<file path="config.mk">
export PLATFORM = sky130hd
export DESIGN_NAME = thpg_div_step
export DESIGN_NICKNAME = d
export VERILOG_FILES = /design/src/rtl/thpg_pkg.sv /design/src/rtl/thpg_div_step.sv
export SDC_FILE = /design/constraint.sdc
export NUM_CORES = 1
export LEC_CHECK = 0
export BUFFER_PORTS_ARGS = -buffer_cell sky130_fd_sc_hd__buf_4
export CORE_UTILIZATION = 38
export DETAILED_ROUTE_END_ITERATION = 10
export MAX_ROUTING_LAYER = met4
export PLACE_DENSITY = 0.81
export SLEW_MARGIN = 40
export SYNTH_ARGS = -nofsm -noshare
export SYNTH_HDL_FRONTEND = slang
export SYNTH_SLANG_ARGS = --single-unit
</file>
<file path="constraint.sdc">
create_clock -name vclk -period 2.6
set_input_delay 0.52 -clock vclk [all_inputs]
set_output_delay 0.52 -clock vclk [all_outputs]
set_load 0.01 [all_outputs]
</file>
<file path="src/rtl/thpg_pkg.sv">
`default_nettype none

package thpg_pkg;

  // pattern store geometry
  localparam int PAT_MAX_W     = 64;
  localparam int PAT_MAX_H     = 64;
  localparam int MAX_LAYERS    = 4;
  localparam int MAP_MAX_CELLS = 128;

  // field widths
  localparam int COORD_W  = 12;
  localparam int PIX_W    = 8;
  localparam int HEIGHT_W = 11;
  localparam int CELL_W   = 8;
  localparam int LSUM_W   = 10;

  // scaling divider: remainder stays below the cell count, quotient below ten pattern widths
  localparam int DIVR_W = 7;
  localparam int QUO_W  = 10;
  localparam int NUM_W  = DIVR_W + QUO_W;

  // request codes
  localparam logic REQ_LOAD  = 1'b0;
  localparam logic REQ_PIXEL = 1'b1;

  // configuration register indexes
  localparam logic [2:0] CFG_PAT_W  = 3'd0;
  localparam logic [2:0] CFG_PAT_H  = 3'd1;
  localparam logic [2:0] CFG_MAP_W  = 3'd2;
  localparam logic [2:0] CFG_MAP_H  = 3'd3;
  localparam logic [2:0] CFG_LAYERS = 3'd4;

  // partial remainder and quotient shifting in one divider lane
  typedef struct packed {
    logic [DIVR_W-1:0] rem;
    logic [QUO_W-1:0]  acc;
  } div_axis_t;

  // item payload carried down the pipeline
  typedef struct packed {
    logic               req;
    logic [COORD_W-1:0] x;
    logic [COORD_W-1:0] y;
    logic [PIX_W-1:0]   val;
    logic [LSUM_W-1:0]  gsum;
    logic [LSUM_W-1:0]  bsum;
  } item_t;

endpackage

`default_nettype wire

</file>
<file path="src/rtl/thpg_div_step.sv">
`default_nettype none

module thpg_div_step (
  input  thpg_pkg::div_axis_t step_in,
  input  logic [7:0]          divisor,
  output thpg_pkg::div_axis_t step_out
);

  logic [7:0] trial;
  logic       take;

  // one restoring step: bring down the next numerator bit, subtract if it fits
  always_comb begin
    trial         = {step_in.rem, step_in.acc[thpg_pkg::QUO_W-1]};
    take          = (trial >= divisor);
    step_out.rem  = take ? 7'(trial - divisor) : trial[6:0];
    step_out.acc  = {step_in.acc[thpg_pkg::QUO_W-2:0], take};
  end

endmodule

`default_nettype wire

</file>
### Word-level counts from Yosys, hierarchy flattened

Cells that the tools add are included.

* input bits: 25
* bits in registers: 0
* logic and storage cells: 3
* output and inout port bits: 17

* $add $sub $neg: 1
* multiplexer cells: 1
* $lt $le $gt $ge: 1

Operators by type and width (number)
* $ge 8x8->1: 1
* $mux 7: 1
* $sub 7x7->7: 1

### Longest topological paths before layout

Gate-level depths: netlist (run 1).

* word-level depth: 2
* depth in mapped cells: 8
* mapped depth without buffers: 8

### Worst setup path after synthesis (run 1)

Ideal clock, no wire load.

* path kind: input -> output
* start point: input port step_in[9] in the netlist's numbering
* end point: output port step_out[12] in the netlist's numbering
* data required time: 2.080 ns
* arrival: 2.228 ns
* slack: -0.148 ns
* path buffers: 0
* stages on the path: 8
* cell sequence: inv_1 -> ha_1 -> fa_1 -> nand2b_1 -> a21oi_1 -> a41oi_1 -> o21ai_4 -> mux2_2

RTL lines
* from (decl): RTL line thpg_div_step.sv:4 `input thpg_pkg::div_axis_t step_in,`
* to (decl): RTL line thpg_div_step.sv:6 `output thpg_pkg::div_axis_t step_out`

==> results.txt, run 1 <==
The worst endpoint data arrival time is 2.25 ns. The register area share after synthesis is 0. The endpoint type of the worst setup path is an output pin. The routed layout has 616 vias. The worst endpoint required time is 2.08 ns.

The max-slew violation count came out at 0. The area of the core came out at 0.00130 sq mm. The path class of the lowest-slack min-delay path is input pin to output pin.

The max-cap violation count is 0. Traced cell by cell, the critical path runs through buf_8, inv_4, ha_4, fa_2, nand2b_4, a21oi_4, a41oi_2, o21ai_4, buf_6, mux2_4, buf_6. Once detail routing completed, the nets flagged for antenna violations numbered 0. The number of endpoints with negative hold slack in the final report came out at 0. The share of the clock period used by the worst path came out at 1.07. The number of antenna violations at the first check in global routing is 0.

The footprint of the multi-input gates came out at 473 sq um. The total leakage power came out at 0.457 nW. The port buffer count is 24. For this design, the slowest cell found on the critical path is sky130_fd_sc_hd__fa_2.

IR analysis of the VDD net gives a maximum drop of 0.000125 V. In this run the worst path has a maximum fanout of 6. The share of synthesized area in the top cell type comes to 0.190. Counting the fill cells in the layout gives 114.

The slew of the pin with the lowest slew margin is 0.312 ns. For this run, the number of Yosys warnings is 0. The number of buffers and inverters on the critical path is 4. The post-synthesis instance total came out at 71. The number of cells after detailed placement is 114. When the netlist entered floorplanning its net count stood at 105. In the final routed layout, each cell accounts on average for 12.7 um. Setup repair after global routing could not meet its margin everywhere. The combined flip-flop and latch cell area came out at 0 sq um. The I/O pin total is 42. The number of clock-tree buffers in the layout came out at 0. The detailed-route vias per instance is 5.26.

The final critical-path required period came out at 2.77 ns. The kind of critical path is input pin to output pin. The smallest setup slack after layout came out at -0.171 ns. The delay of the slowest cell on the worst path came out at 0.33 ns. The number of failing setup endpoints in the final timing report came out at 7.

The final routed DRC violation total came out at 0. The post-synth design cell area is 526 sq um. The worst hold margin is 1.04 ns.

Counting distinct cell types in the post-synthesis netlist gives 24. The fmax came out at 0.361 GHz. The number of global-route vias before repair is 569. The pre-antenna-repair detailed-routing pass consisted of 4 iterations. The most frequent cell on the critical path is sky130_fd_sc_hd__buf_6. The fraction of layout cells with a size suffix above 1 is 0.529.

The global router's overall resource usage is 0.210. A synthesized cell averages 7.40 sq um. The hold buffer count at cts is 0.

The worst setup path is launched from an input pin. The cell area power density is 283 mW/mm^2. The first-pass GRT wire length came out at 2.22 mm.

The repair_antennas step left the layout with diodes totalling 0. From left edge to right edge, the die measures 39.2 um. The die is 39.2 um tall. The cell family contributing the most delay on the critical path is adder cells.

The layout net count came out at 138. The checks that failed: negative setup slack. The maximum number of pins on one net before global-route repair is 7. The routed design has 1.48 mm of wire. The relative slew slack came out at 0.791.

The first-iteration detailed-routing DRC count is 9. The total global routing overflow is 0. The number of standard-cell rows in the floorplan came out at 13.

The die footprint is 0.00154 sq mm. After the flow finishes, the layout carries non-filler instances totaling 117. sky130_fd_sc_hd__ha_1 takes more of the synthesized area than any other cell. Following the worst setup path forward leads to its endpoint at step_out[12]. The critical path crosses 11 cells after its start point. After synthesis, the cell types taking the most area are sky130_fd_sc_hd__ha_1 (19%), sky130_fd_sc_hd__buf_4 (14%), sky130_fd_sc_hd__mux2_2 (11%). The area growth from synthesis to layout came out at 67.6%. The flow ran to the end, but the final reports show violations. The final sequential cell count came out at 0.

The placed wire-length estimate came out at 1.17 mm. The starting density of the core came out at 0.404. The first element of the critical path is step_in[9]. At the end of routability-driven placement, the weighted congestion stood at 0.855.
synth_stat cells, types with 2 or more instances:
| library cell | number |
|---|---|
| sky130_fd_sc_hd__mux2i_1 | 4 |
| sky130_fd_sc_hd__buf_4 | 10 |
| sky130_fd_sc_hd__nand2_1 | 2 |
| sky130_fd_sc_hd__a21oi_1 | 5 |
| sky130_fd_sc_hd__o21ai_0 | 2 |
| sky130_fd_sc_hd__ha_1 | 8 |
| sky130_fd_sc_hd__nor3_1 | 2 |
| sky130_fd_sc_hd__mux2_2 | 5 |
| sky130_fd_sc_hd__nand3_1 | 2 |
| sky130_fd_sc_hd__nor2b_1 | 2 |
| sky130_fd_sc_hd__inv_1 | 11 |
| sky130_fd_sc_hd__nor2_1 | 6 |
power by group:
part           internal (mW)  switching, mW
Combinational          0.146          0.104
Sequential                 0              0
Clock                      0              0
routing by layer:
layer / vias to the layer above / track usage / part of all wire
met5: - / - / 0
met4: 0 / 0.0603 / 0.025
met3: 4 / 0.00578 / 0.055
met2: 23 / 0.396 / 0.52
met1: 287 / 0.237 / 0.40
li1: 302 / - / -
stage by stage:
step	power, mW	worst slack (ns)	util	setup TNS [ns]	area, sq um
2_1_floorplan	0.141	0.0128	-	0	578
3_3_place_gp	0.213	-0.186	0.620	-1.13	807
3_5_place_dp	0.222	-0.258	0.620	-1.58	807
4_1_cts	0.242	-0.176	0.663	-1.10	862
5_1_grt	0.268	-0.250	0.677	-1.39	881
6_report	0.249	-0.171	0.677	-1.05	881
final cells by class:
type                       count  share of cell area
multi-input combinational     50               0.537
tap                           15              0.0213
timing repair buffer          41               0.392
inverter                      11              0.0497
cells in the final DEF, fill, tap and decap left out:
master                      synthesis  layout
sky130_fd_sc_hd__inv_4              0       1
sky130_fd_sc_hd__nor2_1             6       6
sky130_fd_sc_hd__o21ai_0            2       2
sky130_fd_sc_hd__nand4_1            1       1
sky130_fd_sc_hd__mux2i_1            4       4
sky130_fd_sc_hd__nor3b_1            1       1
sky130_fd_sc_hd__o2111ai_1          1       1
sky130_fd_sc_hd__mux2_4             0       5
sky130_fd_sc_hd__o21ai_4            1       1
sky130_fd_sc_hd__ha_1               8       7
sky130_fd_sc_hd__a221oi_1           1       1
sky130_fd_sc_hd__nand2b_4           0       1
sky130_fd_sc_hd__nand3_1            2       2
sky130_fd_sc_hd__buf_8              0       1
sky130_fd_sc_hd__fa_2               0       1
sky130_fd_sc_hd__buf_6              0       8
sky130_fd_sc_hd__inv_1             11      10
sky130_fd_sc_hd__o21a_1             1       1
sky130_fd_sc_hd__nor3_1             2       2
sky130_fd_sc_hd__nand2_1            2       2
sky130_fd_sc_hd__nor2b_1            2       2
sky130_fd_sc_hd__a21oi_2            0       1
sky130_fd_sc_hd__a21oi_1            5       3
sky130_fd_sc_hd__a21oi_4            0       1
sky130_fd_sc_hd__nand3b_1           1       1
sky130_fd_sc_hd__ha_4               0       1
sky130_fd_sc_hd__xnor2_1            1       1
sky130_fd_sc_hd__a41oi_2            0       1
sky130_fd_sc_hd__buf_4             10      32
sky130_fd_sc_hd__o31a_1             1       1
cells by family after synthesis:
family / synth area share
xor gates and xnor gates: 0.0167
and+or+nand+nor: 0.171
buffers and inverters: 0.221
AOI/OAI and AO/OA: 0.179
muxes: 0.183
adders and majority gates: 0.229
what timing repair did:
action | 4_1_cts | 5_1_grt
pin swaps | 4 | 1
hold endpoints to repair | 0 | 0
resized for setup | 10 | 3
buffers inserted | 2 | 1
setup endpoints to repair | 7 | 7
worst min path at each step:
stage	cells after the start	endpoint	from
finish	0	step_out[1]	step_in[0]
global route	0	step_out[4]	step_in[3]
CTS	0	step_out[5]	step_in[4]
detailed placement	0	step_out[5]	step_in[4]
global placement	0	step_out[5]	step_in[4]
floorplan	1	step_out[1]	step_in[0]
Power figures use the tool's default switching activity.
==> run 2, diff against run 1 <==
Settings changed: ABC_AREA set to 1, CORE_UTILIZATION 38 to 40.
==> run 2 against run 1 <==
Against the previous run:
- the run now ends clean
- first-iteration DRC count rose to 3.1 times the previous value
- sequential cell count stayed put
- hold slack did not move
- non-clock buffer count decreased by 17
- via count is 11% higher
- highest routed layer is now met3
- critical path type unchanged
- total power shrank 23%
- design area is 15% lower
==> results.txt, run 2 <==
The run finished with clean final reports. The per-cell routed wire length was 10.1 um (-20%). The number of non-filler instances in the completed layout came out at 138 (+18%). The I/O pin total is 42 (unchanged).

From synthesis to final layout, the design area changed by 22.0%. The weighted congestion reported at the end of routability-driven placement came out at 0.913 (+6.8%). The layout net count came out at 159 (+15%).

The number of standard-cell rows in the floorplan came out at 13 (unchanged). The post-synthesis instance total is 109 (+54%). The top cell type by total area after synthesis is sky130_fd_sc_hd__nand2_1. The commonest cells after synthesis are sky130_fd_sc_hd__nand2_1 (33), sky130_fd_sc_hd__inv_1 (25), sky130_fd_sc_hd__nand3_1 (11). The worst endpoint required time came out at 2.08 ns (about the same). The post-detailed-placement cell area came to 738 sq um (-8.5%). The aggregate routed wire length is 1.40 mm (-5.6%). The relative slew slack is 0.838 (+0.0463). The number of iterations in the first detailed-routing pass came out at 5 (+1). In the layout the commonest cells are sky130_fd_sc_hd__nand2_1 (31), sky130_fd_sc_hd__inv_1 (25), sky130_fd_sc_hd__buf_4 (24).

The combined flip-flop and latch cell area came out at 0 sq um (unchanged). The overall power after layout came out at 191 uW (-23%). The final sequential cell count is 0 (unchanged). The total non-filler cell area in the finished layout is 749 sq um (-15%). The final routed DRC violation total was 0 (unchanged). The post-synthesis average cell area came to 5.64 sq um (-24%). The number of cells after detailed placement came out at 138 (+21%). Setup repair after global routing left no endpoint under its margin. The first-pass GRT wire length was 1.97 mm (-11%). The first-iteration detailed-routing DRC count came out at 28 (+19). The port buffer count is 24 (unchanged).

STA classifies the critical path startpoint as an input pin. The post-synth design cell area is 614 sq um (+17%). The most common cell in the synthesized netlist is sky130_fd_sc_hd__nand2_1.

The path class of the lowest-slack min-delay path is input pin to output pin. The slew of the pin with the lowest slew margin is 0.243 ns (-0.0688 ns). The total leakage power is 0.468 nW (+2.4%).

The via count of the routed design was 682 (+11%). The maximum number of pins on one net before global-route repair is 11 (+4). The cell area power density is 255 mW/mm^2 (-10%).

The kind of critical path is input pin to output pin. The synthesized net count is 143 (+36%). The fraction of layout cells with a size suffix above 1 came out at 0.285 (-0.245). The worst endpoint data arrival time is 1.98 ns (-0.27 ns). The number of endpoints with negative hold slack in the final report is 0 (unchanged). The fmax was 0.399 GHz (+11%). The die span in x is 41.2 um (+5.1%). The share of the synthesized area in the top cell type came to 0.202 (+0.0112). The total setup buffers inserted after CTS is 0 (-2). The antenna cell count was 0 (unchanged). The area of the core came out at 0.00137 sq mm (+5.0%). In the post-synthesis netlist, the biggest area contributors are sky130_fd_sc_hd__nand2_1 (20%), sky130_fd_sc_hd__ha_1 (16%), sky130_fd_sc_hd__inv_1 (15%). The total global routing overflow came out at 0 (unchanged).

The share of the clock period used by the worst path is 0.963 (-0.103). The final critical-path required period was 2.50 ns (-0.267 ns). Leaving out fill and tap cells, the most frequent cell in the layout is sky130_fd_sc_hd__nand2_1. The y dimension of the die was 41.2 um (+5.1%). The worst setup path is captured at an output pin. The number of clock-tree buffers in the layout came out at 0 (unchanged). The maximum fanout encountered on the critical timing path is 10 (+4). The number of distinct library cell variants in the gate-level netlist after synthesis came out at 17 (-29%). The number of failing setup endpoints in the final timing report was 0 (-7). The placed wire-length estimate came out at 1.19 mm (+1.2%). The number of antenna violations at the first check in global routing is 0 (unchanged). The max-cap violation count came out at 0 (unchanged). The number of global-route vias before repair is 477 (-16%).

The register area share after synthesis is 0 (unchanged). The die footprint came out at 0.00170 sq mm (+10%). The yosys synthesis warning count came out at 0 (unchanged).

The starting density of the core came to 0.450 (+0.0458). The maximum vdd drop is 0.0000989 V (-21%). The number of antenna-violating nets in the routed design is 0 (unchanged).

The max-slew violation count is 0 (unchanged). The detailed-route vias per instance came to 4.94 (-6.1%). The global router's overall resource usage is 0.170 (-0.0404).
-- run 2: critical path: stages --
cell and delay, ns:
sky130_fd_sc_hd__buf_4 0.08, sky130_fd_sc_hd__inv_1 0.05, sky130_fd_sc_hd__ha_1 0.22, sky130_fd_sc_hd__fa_2 0.35, sky130_fd_sc_hd__inv_1 0.08, sky130_fd_sc_hd__nand2_1 0.05
sky130_fd_sc_hd__nand2_1 0.09, sky130_fd_sc_hd__nand3_1 0.11, sky130_fd_sc_hd__nand3_4 0.17, sky130_fd_sc_hd__nand3_1 0.09, sky130_fd_sc_hd__nand2_1 0.07, sky130_fd_sc_hd__buf_4 0.11
-- run 2: worst paths after layout --
path | startpoint | end | slack (ns) | depth (start not counted)
setup / recovery | step_in[9] | step_out[15] | 0.1 | 12
hold / removal | step_in[1] | step_out[2] | 1.04 | 0
-- run 2: metrics by stage --
step                 util  setup WS, ns  setup TNS [ns]  hold slack [ns]
detailed placement  0.540       -0.0235          -0.103             1.04
floorplan               -         0.322               0             1.13
global placement    0.540        0.0638               0             1.04
CTS                 0.542        0.0236               0             1.04
global route        0.549       0.00333               0             1.04
finish              0.549        0.0965               0             1.04
-- run 2: what timing repair did --
action,4_1_cts,5_1_grt
gates resized for setup,1,4
endpoints found under the hold margin,0,0
hold buffers,0,0
setup endpoints to repair,5,5
pin swaps,1,1
-- run 2: kinds of logic after synthesis --
kind of cell | share of synthesized area
and+or+nand+nor | 0.420
AOI/OAI and AO/OA | 0.0815
buffers and inverters | 0.275
adders and majority gates | 0.196
xor gates and xnor gates | 0.0285
-- run 2: final cells by class --
type               instances  area [sq um]
inverters                 25          93.8
well taps                 15          18.8
fillers                  136           617
repair buffers            24           180
multi-input cells         74           457
-- run 2: where the power goes --
part           internal (mW)  total [mW]  switching (mW)  leakage (nW)
Sequential                 0           0               0             0
Clock                      0           0               0             0
Combinational         0.0882       0.191           0.103         0.468
Total                 0.0882       0.191           0.103         0.468
-- run 2: routing by layer --
layer | vias to the layer above | wire (um) | global-route usage
li1 | 356 | - | -
met1 | 298 | 604 | 0.251
met2 | 28 | 681 | 0.273
met3 | 0 | 112 | 0
met4 | 0 | 0 | 0
met5 | - | 0 | -
